===== src/sv/vnorm_pkg.sv =====
// ----------------------------------------------------------------------------
// Vector normalizer package
// Shared widths, latencies and constants of the vector normalizer pipeline.
// ----------------------------------------------------------------------------
package vnorm_pkg;
    localparam int COMP_W      = 32;
    localparam int SUM_W       = 64;
    localparam int ROOT_W      = 32;
    localparam int QUOT_W      = 32;
    localparam int LEN_W       = 33;
    localparam int DOT_W       = 66;
    localparam int SHIFT_W     = 5;
    localparam int FRONT_LAT   = 4;
    localparam int SQRT_LAT    = ROOT_W;
    localparam int DIV_LAT     = QUOT_W;
    localparam logic [QUOT_W-1:0] UNIT_ONE = QUOT_W'(1) << 30;

    typedef struct packed {
        logic [2:0]        neg_comp;
        logic              neg_len;
        logic              zero;
    } side_t;
endpackage


===== src/sv/vnorm_sqrt.sv =====
// ----------------------------------------------------------------------------
// Vector normalizer square root
// Pipelined integer square root, one result bit per stage.
// ----------------------------------------------------------------------------
module vnorm_sqrt (
    input  logic                          aclk,
    input  logic                          en,
    input  logic [vnorm_pkg::SUM_W-1:0]   op_in,
    output logic [vnorm_pkg::ROOT_W-1:0]  root_out
);
    import vnorm_pkg::*;

    localparam int TW = SUM_W + 2;

    logic [SUM_W-1:0]  rem_reg [ROOT_W+1];
    logic [ROOT_W-1:0] res_reg [ROOT_W+1];

    assign rem_reg[0] = op_in;
    assign res_reg[0] = '0;

    for (genvar j = 0; j < ROOT_W; j++) begin : g_stage
        localparam int B = ROOT_W - 1 - j;
        logic [TW-1:0] trial;
        always_comb begin
            trial = (TW'(res_reg[j]) << (B + 1)) + (TW'(1) << (2 * B));
        end
        always_ff @(posedge aclk) begin
            if (en) begin
                if (TW'(rem_reg[j]) >= trial) begin
                    rem_reg[j+1] <= SUM_W'(TW'(rem_reg[j]) - trial);
                    res_reg[j+1] <= res_reg[j] | (ROOT_W'(1) << B);
                end else begin
                    rem_reg[j+1] <= rem_reg[j];
                    res_reg[j+1] <= res_reg[j];
                end
            end
        end
    end

    assign root_out = res_reg[ROOT_W];
endmodule


===== config.mk =====
export PLATFORM = sky130hd
export DESIGN_NAME = vnorm_sqrt
export DESIGN_NICKNAME = d
export VERILOG_FILES = /design/src/sv/vnorm_pkg.sv /design/src/sv/vnorm_sqrt.sv
export SDC_FILE = /design/constraint.sdc
export NUM_CORES = 2
export LEC_CHECK = 0
export BUFFER_PORTS_ARGS = -buffer_cell sky130_fd_sc_hd__buf_2
export CORE_ASPECT_RATIO = 0.8
export CORE_MARGIN = 3
export CORE_UTILIZATION = 55
export CTS_BUF_LIST = sky130_fd_sc_hd__clkbuf_2
export DETAILED_ROUTE_END_ITERATION = 8
export MAX_ROUTING_LAYER = met4
export PLACE_DENSITY = 0.7
export SYNTH_ARGS = -nofsm -noshare
export SYNTH_HDL_FRONTEND = slang
export SYNTH_SLANG_ARGS = --single-unit

===== constraint.sdc =====
create_clock -name aclk -period 10.05 [get_ports aclk]
set_input_delay 2.5125 -clock aclk [delete_from_list [all_inputs] [get_ports aclk]]
set_output_delay 2.5125 -clock aclk [all_outputs]
set_load 0.02 [all_outputs]

### Yosys cells after proc, flatten, opt, wreduce, memory -nomap -nowiden

Cells that the tools add are included.

* register bits: 3008
* output and inout bits: 32
* input bits: 66
* word-level logic and storage cells: 220

* order comparisons: 32
* add/sub/neg operators: 62
* multiplexer cells: 32

Operator list (count)
* $mux 64: 31
* $add 63x61->64 const B: 1
* $ge 64x34->1: 1
* $ge 64x35->1: 1
* $ge 64x36->1: 1
* $ge 64x37->1: 1
* $ge 64x38->1: 1
* $ge 64x39->1: 1
* $ge 64x40->1: 1
* $ge 64x41->1: 1
* $ge 64x42->1: 1
* $ge 64x43->1: 1
* $ge 64x44->1: 1
* $ge 64x45->1: 1
* $ge 64x46->1: 1
* $ge 64x47->1: 1
* $ge 64x48->1: 1
* $ge 64x49->1: 1
* $ge 64x50->1: 1
* $ge 64x51->1: 1
* $ge 64x52->1: 1
* $ge 64x53->1: 1
* $ge 64x54->1: 1
* $ge 64x55->1: 1
* 72 further kinds: 72

### Longest topological paths before layout

* depth after elaboration: 3
* depth in mapped cells: 14
* mapped depth without buffers: 13

### Worst setup path before layout

OpenSTA, ideal clock, no wires.

* path kind: input -> register
* start: in op_in[63] (netlist name)
* end: reg rem_reg[2047] (netlist name), data pin
* slack: 6050 ps
* buffers on the path: 0
* required time: 9771 ps
* data arrival time: 3721 ps
* library setup time: 279 ps
* stages: 6
* cell sequence: inv_1 ha_1 nor4b_1 nand4_1 o41ai_1 a21oi_1

* longest elaborated chain between the ends: 2
* elaborated cells on any way between the ends: 3
* classes of those cells: 1 x add/sub; 1 x order compare; 1 x mux

RTL lines
* start, declared: line vnorm_sqrt.sv:8 `input logic [vnorm_pkg::SUM_W-1:0] op_in,`
* $sub 64x63->64 or $ge 64x63->1 (tied branches): line vnorm_sqrt.sv:30, vnorm_sqrt.sv:29
* $mux 64 *: line vnorm_sqrt.sv:29 `if (TW'(rem_reg[j]) >= trial) begin`
* end signal, assigned by index: line vnorm_sqrt.sv:30 `rem_reg[j+1] <= SUM_W'(TW'(rem_reg[j]) - trial);`
* end signal, assigned by index: line vnorm_sqrt.sv:33 `rem_reg[j+1] <= rem_reg[j];`
* end, declared: line vnorm_sqrt.sv:15 `logic [SUM_W-1:0] rem_reg [ROOT_W+1];`

Mark *: on every way between the ends. The rest lies on a longest branch, timed or not.
A chain may end at the register's enable or synchronous reset.

### Worst setup path after layout

* start: reg res_reg, in the netlist root_out[3]
* end: out root_out[3] (netlist name)

RTL lines
* start, declared: line vnorm_sqrt.sv:16 `logic [ROOT_W-1:0] res_reg [ROOT_W+1];`
* start signal, assigned by index: line vnorm_sqrt.sv:31 `res_reg[j+1] <= res_reg[j] | (ROOT_W'(1) << B);`
* start signal, assigned by index: line vnorm_sqrt.sv:34 `res_reg[j+1] <= res_reg[j];`
* end, declared: line vnorm_sqrt.sv:9 `output logic [vnorm_pkg::ROOT_W-1:0] root_out`

No word-level cell between the ends.

==> impl_metrics.tcl <==
set metrics [dict create \
    drt_drc_violations_left 0 \
    fin_crit_ps 5050 \
    wirelength_um 268000 \
    cp_slowest_cell "edfxtp_1" \
    post-layout-total-power_mw 27.3 \
    drv.max_cap_violation_count 0 \
    critical_path.max_fanout 1 \
    final.setup.tns_ps 0 \
    cts_tree "done" \
    max-vdd-ir-drop_mv 0.128 \
    postCtsResizedCells 0 \
    startpoint "root_out[3]" \
    layout.core_utilization_pct 59.9 \
    timing.setup.critical_path_class "reg2out" \
    start_kind "flip-flop" \
    critical_path_depth 1 \
    critical_path.endpoint "root_out[3]" \
    ff2ff_path_depth 10 \
    ys.flop_type "edfxtp_1" \
    synth_area_leaders "edfxtp_1, ha_1, xnor2_1, xor2_1, a21oi_1" \
    synth_async_sr_flop_share_pct 0 \
    synth_edf_count 2512 \
    share_of_the_clock_period_used_by_the_worst_path_pct 50.2 \
    hold_path.class "reg2reg" \
    synthesized_flop_and_latch_total 2512 \
    critical_path.reg2reg.endpoint "rem_reg[250]" \
    clk_path_buf_depth 4 \
    die_width_um 528 \
    clock_insertion_delay_worst_skew_ps 1710 \
    routedWlPerCell_um 20.1 \
    setup_slack_of_the_most_critical_reg_to_reg_path_ps 5180 \
    report.final.hold_viol_count 0 \
    cp_num_buf_inv 1 \
    synth_commonest_cells "edfxtp_1, inv_1, nand2_1, ha_1, a21oi_1" \
    post-synth-top-count-cell "edfxtp_1" \
    first_global_vias 74826 \
    clock_tree.htree_level_count 6 \
    clkSlewWorstSetupHoldPaths_ps 100 \
    layout_cell_share_with_drive_strength_beyond_1_pct 12.2 \
    synth-warning-count 0 \
    setup_slack_at_placement_ps 4980 \
    smallest_setup_slack_after_layout_ps 5000 \
    port_buffers 97 \
    synthesis.area_per_instance_um2 12.7 \
    critPathTopFamily "flip-flops" \
    timing.critical_path.arrival_ps 2540 \
    final_max_slew_viol_count 0 \
    synthDistinctLibCells 106 \
    drt.antenna.violating_nets 0 \
    aggregate_global_routing_overflow 0 \
    worst-endpoint-required_ps 7540 \
    critical_path_cell_by_cell "buf_2" \
    cts_inserted_buffers 607 \
    grt_util_all_layers_pct 24.2 \
    grt_max_degree 185 \
    timing.max_slew.rel_slack_pct 6.99 \
    netlist.area_leader.share_pct 62.9 \
    postCtsSetupBuffers 0 \
    dr_total_vias 77538 \
    grt_antenna_before_repair 18 \
    start_util_pct 55.6 \
    layout-area-overhead-vs-synth_pct 7.72 \
    gp_congestion 0.941 \
    firstDrtPassIters 6 \
    largest_register_ffs 1984 \
    cts.sink_count 2512 \
    yosys.area.top_type "edfxtp_1" \
    vias_per_cell 5.82 \
    leakagePower_nw 49.5 \
    synthesis.area_um2 120000 \
    setup_viol 0 \
    die_height_um 424 \
    setup_repair_after_global_routing_missed_its_margin "no" \
    final_nets 10647 \
    die_area_um2 224000 \
    power-per-cell-area_nw_per_um2 211 \
    cell_rows 152 \
    dr.first_iter.drc_count 7554 \
    core_area_um2 216000 \
    rr_startpoint "rem_reg[294]" \
    clockRootBuffer "clkbuf_2" \
    grt_first_pass_wirelength_um 418000 \
    ioPinCount 98 \
    worst_path_largest_cell_delay_ps 600 \
    cts_hold_bufs 0 \
    synth_cells 9446 \
    worstMarginPinSlew_ps 1380 \
    synth_seq_area_share_pct 62.9 \
    synthesis.nets 10070 \
    clock_skew_ps 139 \
    status "finished, final reports clean" \
    dp_hpwl_um 193000 \
    clock.fmax_ghz 0.198 \
    cp-end-kind "output pin" \
]
[how the worst min path moves through the flow]
stage / startpoint / end / cells past startpoint
after global routing: rem_reg[1052] / rem_reg[988] / 0
after floorplan: rem_reg[192] / rem_reg[128] / 0
after CTS: rem_reg[1312] / rem_reg[1248] / 0
after detailed placement: rem_reg[1105] / rem_reg[1041] / 0
after global placement: rem_reg[901] / rem_reg[837] / 0
final: res_reg[306] / res_reg[274] / 0
[metrics by stage]
stage	instance area, um2	hold WS [ps]	cells
after floorplan	120000	417	9446
after global placement	124000	431	12263
after detailed placement	124000	425	12263
after CTS	129000	387	13309
after global routing	129000	374	13317
final	129000	398	13321
[power by group]
part	leakage (nW)	internal [mW]	total, mW	switching [mW]
Clock	4.10	2.53	6.61	4.07
Combinational	21.3	2.62	6.30	3.68
Sequential	24.2	13.3	14.4	1.05
Total	49.5	18.5	27.3	8.81
[cell usage in the layout, fill, tap and decap left out, drive strengths merged, types with 47 or more instances in the layout]
cell,n
or3,79
a21o,240
edfxtp,2512
xnor2,507
nand3,150
clkinv,144
o31ai,47
o21a,111
a211oi,48
nor3,247
buf,144
mux2,76
nand4,161
nand2b,128
or4,59
clkbuf,871
ha,558
nor2,541
nand2,647
xor2,371
a21oi,545
o21ai,483
nor2b,87
inv,725
nor4,344
[final cells by class]
class,instances,area (um2)
diodes,12,30.0
clock buffers,871,4360
clock inverters,175,982
fillers,17340,86500
inverters,711,2670
multi-input cells,6047,41100
flip-flops and latches,2512,75400
well taps,2849,3560
repair buffers,144,991
[kinds of logic (layout without fill, tap and decap cells)]
family,Yosys count,in the layout,synth area share [%]
other,0,12,0
adders and majority gates,558,558,5.82
AOI/OAI and AO/OA,1799,1799,9.42
DFF,2512,2512,62.9
muxes,87,87,0.806
xor gates and xnor gates,878,878,6.41
buffers and inverters,887,1901,2.83
and+or+nand+nor,2725,2725,11.8
[layer usage]
layer | GRT usage (%) | share of wire (%)
met4 | 5.48 | 1.7
met1 | 35.7 | 47
met5 | - | 0
met3 | 4.33 | 7.0
met2 | 35.2 | 45
(Power assumes the default switching activity.)
