`src/sv/vnorm_pkg.sv`:
```
// ----------------------------------------------------------------------------
// Vector normalizer package
// Shared widths, latencies and constants of the vector normalizer pipeline.
// ----------------------------------------------------------------------------
package vnorm_pkg;
    localparam int COMP_W      = 32;
    localparam int SUM_W       = 64;
    localparam int ROOT_W      = 32;
    localparam int QUOT_W      = 32;
    localparam int LEN_W       = 33;
    localparam int DOT_W       = 66;
    localparam int SHIFT_W     = 5;
    localparam int FRONT_LAT   = 4;
    localparam int SQRT_LAT    = ROOT_W;
    localparam int DIV_LAT     = QUOT_W;
    localparam logic [QUOT_W-1:0] UNIT_ONE = QUOT_W'(1) << 30;

    typedef struct packed {
        logic [2:0]        neg_comp;
        logic              neg_len;
        logic              zero;
    } side_t;
endpackage

```
`src/sv/vnorm_div.sv`:
```
// ----------------------------------------------------------------------------
// Vector normalizer divider
// Pipelined restoring divider, one quotient bit per stage.
// ----------------------------------------------------------------------------
module vnorm_div (
    input  logic                          aclk,
    input  logic                          en,
    input  logic [vnorm_pkg::COMP_W-1:0]  smag_in,
    input  logic [vnorm_pkg::ROOT_W-1:0]  root_in,
    output logic [vnorm_pkg::QUOT_W-1:0]  quot_out
);
    import vnorm_pkg::*;

    localparam int NUM_W = COMP_W + 30;

    logic [NUM_W-1:0]  num;
    logic [ROOT_W-1:0] rem_reg [QUOT_W+1];
    logic [QUOT_W-1:0] low_reg [QUOT_W+1];
    logic [QUOT_W-1:0] q_reg   [QUOT_W+1];
    logic [ROOT_W-1:0] den_reg [QUOT_W+1];

    assign num        = {smag_in, 30'b0} + NUM_W'(root_in >> 1);
    assign rem_reg[0] = ROOT_W'(num[NUM_W-1:QUOT_W]);
    assign low_reg[0] = num[QUOT_W-1:0];
    assign q_reg[0]   = '0;
    assign den_reg[0] = root_in;

    for (genvar j = 0; j < QUOT_W; j++) begin : g_stage
        logic [ROOT_W:0] part;
        assign part = {rem_reg[j], low_reg[j][QUOT_W-1]};
        always_ff @(posedge aclk) begin
            if (en) begin
                low_reg[j+1] <= low_reg[j] << 1;
                den_reg[j+1] <= den_reg[j];
                if (part >= {1'b0, den_reg[j]}) begin
                    rem_reg[j+1] <= ROOT_W'(part - {1'b0, den_reg[j]});
                    q_reg[j+1]   <= {q_reg[j][QUOT_W-2:0], 1'b1};
                end else begin
                    rem_reg[j+1] <= ROOT_W'(part);
                    q_reg[j+1]   <= {q_reg[j][QUOT_W-2:0], 1'b0};
                end
            end
        end
    end

    assign quot_out = q_reg[QUOT_W];
endmodule

```
`config.mk`:
```
export PLATFORM = sky130hd
export DESIGN_NAME = vnorm_div
export DESIGN_NICKNAME = d
export VERILOG_FILES = /design/src/sv/vnorm_pkg.sv /design/src/sv/vnorm_div.sv
export SDC_FILE = /design/constraint.sdc
export NUM_CORES = 2
export LEC_CHECK = 0
export BUFFER_PORTS_ARGS = -buffer_cell sky130_fd_sc_hd__buf_2
export CAP_MARGIN = 20
export CORE_MARGIN = 2
export CORE_UTILIZATION = 55
export CTS_CLUSTER_DIAMETER = 150
export DETAILED_ROUTE_END_ITERATION = 16
export PLACE_DENSITY = 0.77
export RECOVER_POWER = 25
export SLEW_MARGIN = 20
export SYNTH_ARGS = -nofsm -noshare
export SYNTH_HDL_FRONTEND = slang
export SYNTH_SLANG_ARGS = --single-unit
```
`constraint.sdc`:
```
create_clock -name aclk -period 5.4 [get_ports aclk]
set_input_delay 0.54 -clock aclk [delete_from_list [all_inputs] [get_ports aclk]]
set_output_delay 0.54 -clock aclk [all_outputs]
set_load 0.05 [all_outputs]
```
Word-level counts from Yosys, hierarchy flattened
Index checks and enable logic that the tools add are counted.
{"block": "op_classes", "n_addsub": 32, "magnitude_cmp": 32, "muxes": 63}
{"operator": "$ge A33 B32 Y1", "count": 31}
{"operator": "$mux W32", "count": 30}
{"operator": "$sub A32 B32 Y32", "count": 30}
{"operator": "$add A62 B31 Y62", "count": 1}
{"operator": "$ge A31 B32 Y1", "count": 1}
{"operator": "$mux W1", "count": 32}
{"operator": "$sub A31 B32 Y32", "count": 1}
{"operator": "$mux W31", "count": 1}
{"block": "word_totals", "regBits": 3008, "inputBits": 66, "elab_cells": 253}

Depth between registers and ports, before layout
{"block": "logic_depth", "depth_word": 3, "ltp_mapped": 23, "ltp_nobuf": 21}

Worst setup path before layout
Ideal clock, no wire load.
{"block": "synth_timing", "kind": "input -> register", "start": "input smag_in[0] (netlist name)", "end": "register rem_reg (netlist bit g_stage[1].part[1]) (data pin)", "t_arrival_ns": 4.315, "setup_slack_ns": 0.818, "cell_stages": 20, "path_cell_list": "ha_1 > ha_1 > inv_1 > or2_2 > nor3_1 > and4_1 > and3_1 > xor2_1 > ha_1 > a21oi_1 > o21ai_0 > a21oi_1 > o21ai_0 > and2_1 > o21ai_0 > a31oi_1 > o21bai_1 > clkbuf_1 > clkbuf_1 > o21ai_0"}
{"block": "synth_via", "elab_chain_cells": 3, "word_cells_on_any_way": 4}
{"element": "from (decl)", "line_no": "vnorm_div.sv:8", "rtl": "input logic [vnorm_pkg::COMP_W-1:0] smag_in,"}
{"element": "$add A62 B31 Y62 (*)", "line_no": "vnorm_div.sv:22", "rtl": "assign num = {smag_in, 30'b0} + NUM_W'(root_in >> 1);"}
{"element": "$sub A31 B32 Y32 or $ge A31 B32 Y1 (tied branches)", "line_no": "vnorm_div.sv:36, vnorm_div.sv:35"}
{"element": "$mux W31 (*)", "line_no": "vnorm_div.sv:35", "rtl": "if (part >= {1'b0, den_reg[j]}) begin"}
{"element": "to (signal, indexed assignment)", "line_no": "vnorm_div.sv:36", "rtl": "rem_reg[j+1] <= ROOT_W'(part - {1'b0, den_reg[j]});"}
{"element": "to (signal, indexed assignment)", "line_no": "vnorm_div.sv:39", "rtl": "rem_reg[j+1] <= ROOT_W'(part);"}
{"element": "to (decl)", "line_no": "vnorm_div.sv:17", "rtl": "logic [ROOT_W-1:0] rem_reg [QUOT_W+1];"}
Mark *: on every way between the ends. The rest lies on a longest branch, timed or not.
A chain may end at the register's enable or synchronous reset.

Final worst setup path
{"block": "layout_timing", "start": "input smag_in[0] (netlist name)", "end": "register rem_reg (netlist bit g_stage[1].part[13]) (data pin)"}
Same word-level chain as after synthesis.

==> results_dict.tcl <==
set metrics [dict create \
    status "finished, violations left" \
    violations "capacitance limit, slew limit" \
    rrSetupSlack_ns 0.98 \
    r2r_cells 14 \
    cts_sinks 2513 \
    hold_slack_ns 0.1289 \
    synth.net_count 13350 \
    ys_ff_latch 2513 \
    syn_area_um2 139300 \
    worstPathArrival_ns 5.21 \
    r2r-end "g_stage[13].part[6]" \
    routedWlPerCell_um 20.24 \
    initial_core_util_pct 55.37 \
    async_reset_ff_share_pct 0 \
    path_clk_slew_ns 0.06 \
    synth_area_leaders "edfxtp_1, ha_1, a21oi_1, inv_1, xnor2_1" \
    synth_area_per_cell_um2 11.39 \
    rows 184 \
    seqCellArea_um2 75460 \
    max_slew.worst_pin.slew_ns 4.175 \
    vias_per_cell 5.863 \
    first_global_vias 92000 \
    drtIter0Drc 8551 \
    seq_area_frac_synth_pct 54.17 \
    cp-startpoint "smag_in[0]" \
    clockBufferDepth 4 \
    yosysMostFrequentCell "edfxtp_1" \
    path_max_fanout 9 \
    ant_nets 0 \
    hold_start "smag_in[14]" \
    routed_wl_um 324400 \
    yosys_warnings 0 \
    skew_ns 0.06939 \
    min_path_type "primary input to flop" \
    drc 0 \
    drive_gt1_share_pct 8.339 \
    htreeDepth 5 \
    drt_pre_antenna_iters 9 \
    cts_tree "built" \
    grt_usage_pct 24.68 \
    min_path_cells 4 \
    cts_setup_buffers 0 \
    rsz0062_at_grt "false" \
    fin_ws_ns 0.8114 \
    fin_nets 13590 \
    n_fill_cell 19650 \
    syn2layout_area_growth_pct 10.13 \
    critPathCaptureType "flop" \
    worst_hold_path.endpoint "g_stage[1].part[14]" \
    vias 93960 \
    worstReg2RegStart "den_reg[660]" \
    powerDensity_nw_per_um2 618.6 \
    worst-setup-path-type "primary input to flop" \
    setup-violations-final 0 \
    dieArea_um2 257300 \
    place_ws_ns 0.4357 \
    hold_violations 0 \
    place_congestion 0.9375 \
    critPathRequiredTime_ns 6.02 \
    grt.overflow.total 0 \
    clkLatencyLatePin_ns 0.93 \
    synth_edf_count 2513 \
    peakVddDrop_mv 0.4425 \
    boundaryPins 98 \
    hold_buffers 32 \
    synth_top_area_cell "edfxtp_1" \
    synth.distinct_cells 107 \
    antenna_found_initial 8 \
    grt_pass1_wl_um 506000 \
    critPathLaunchType "primary input" \
    io_buffer_count 97 \
    drv_cap 1 \
    hpwl_um 242500 \
    die_h_um 507.3 \
    syn_inst 12230 \
    core_area_um2 251600 \
    dieWidth_um 507.3 \
    slew_violations 99 \
    relSlewSlack_pct -178.4 \
    fin_crit_ns 4.589 \
    synth_ff_type "edfxtp_1" \
    cts_root_buf "clkbuf_16" \
    cts_buffers 289 \
    fin_tns_setup_ns 0 \
    post-route-util_pct 60.98 \
    cts-resized-gates 0 \
    multi_input_area_um2 57980 \
    fin_crit_sh_pct 84.97 \
    ys_top_cells_by_count "edfxtp_1, inv_1, a21oi_1, ha_1, nand2_1" \
    synth_top_area_share_pct 54.17 \
    leakagePower_nw 62.84 \
    fmaxAchievable_ghz 0.2179 \
    grt_max_degree 175 \
    largest_register_ffs 993 \
]
## worst max-delay path, stage by stage
cell and delay, ns:
dlygate4sd3_1 0.53, buf_2 0.12, ha_1 0.17, ha_1 0.18
inv_1 0.04, or2_2 0.31, nor3_1 0.22, and4_1 0.37
and3_1 0.20, xor2_1 0.23, ha_1 0.33, a21oi_1 0.21
o21ai_0 0.19, a21oi_1 0.17, o21ai_0 0.13, and2_1 0.19
o21ai_0 0.21, a31oi_1 0.18, o21bai_4 0.18, buf_12 0.16
mux2_2 0.34
## stage by stage
stage / instance area (um2) / power (mW) / instances
after floorplan: 139300 / 64.16 / 12230
after global placement: 144000 / 74.14 / 15490
after detailed placement: 144000 / 75.24 / 15490
after CTS: 153500 / 94.86 / 16020
after global routing: 153400 / 101.1 / 16030
final: 153400 / 94.91 / 16030
## how the worst max path moves through the flow
stage	end	slack, ns	cells past startpoint
2_1_floorplan	g_stage[1].part[1]	0.82	20
3_3_place_gp	g_stage[1].part[12]	0.29	20
3_5_place_dp	g_stage[1].part[13]	0.44	20
4_1_cts	g_stage[1].part[13]	0.88	21
5_1_grt	g_stage[1].part[13]	0.54	21
6_report	g_stage[1].part[13]	0.81	21
## placed cells by master (no fill, tap or decap), types with 102 or more instances in the layout
cell,count
a21o_1,536
a21oi_1,1031
a31oi_1,105
buf_4,105
clkbuf_16,295
edfxtp_1,2513
ha_1,1026
inv_1,1244
mux2_2,312
nand2_1,840
nand2b_1,150
nand3_1,191
nand4_1,159
nor2_1,708
nor2b_1,143
nor3_1,121
o21a_1,124
o21ai_0,814
o21bai_1,102
xnor2_1,507
xor2_1,367
## metal layers
metal,part of all wire (%),vias up,wire (um),track usage (%)
met5,0.0040,-,13,0
met4,3.8,2,12330,9.075
met3,5.7,716,18520,3.444
met2,47,2947,151100,40.42
met1,44,45050,142500,33.59
li1,-,45250,-,-
## power breakdown
group          leakage (nW)  switching (mW)  internal (mW)  total (mW)
clock network          4.41            7.68           11.4        19.0
logic                  33.9            24.6           18.8        43.4
registers              24.6            3.29           29.2        32.5
## final cells by class
| class | count | share of cell area [%] |
|---|---|---|
| inverter | 1244 | 3.043 |
| antenna | 3 | 0.004893 |
| clock buffer | 338 | 4.916 |
| multi-input combinational | 8165 | 37.78 |
| tap | 3348 | 2.730 |
| sequential | 2513 | 49.18 |
| timing repair buffer | 258 | 1.301 |
| clock inverter | 158 | 1.039 |
## kinds of logic after synthesis
| logic type | synth area share, % |
|---|---|
| AO/OA/AOI/OAI | 14.56 |
| XOR/XNOR | 5.494 |
| adder cells (fa/ha/maj) | 9.660 |
| buffers and inverters | 4.375 |
| flip-flops | 54.17 |
| multiplexers | 2.982 |
| AND/OR/NAND/NOR | 8.765 |
Power figures use the tool's default switching activity.
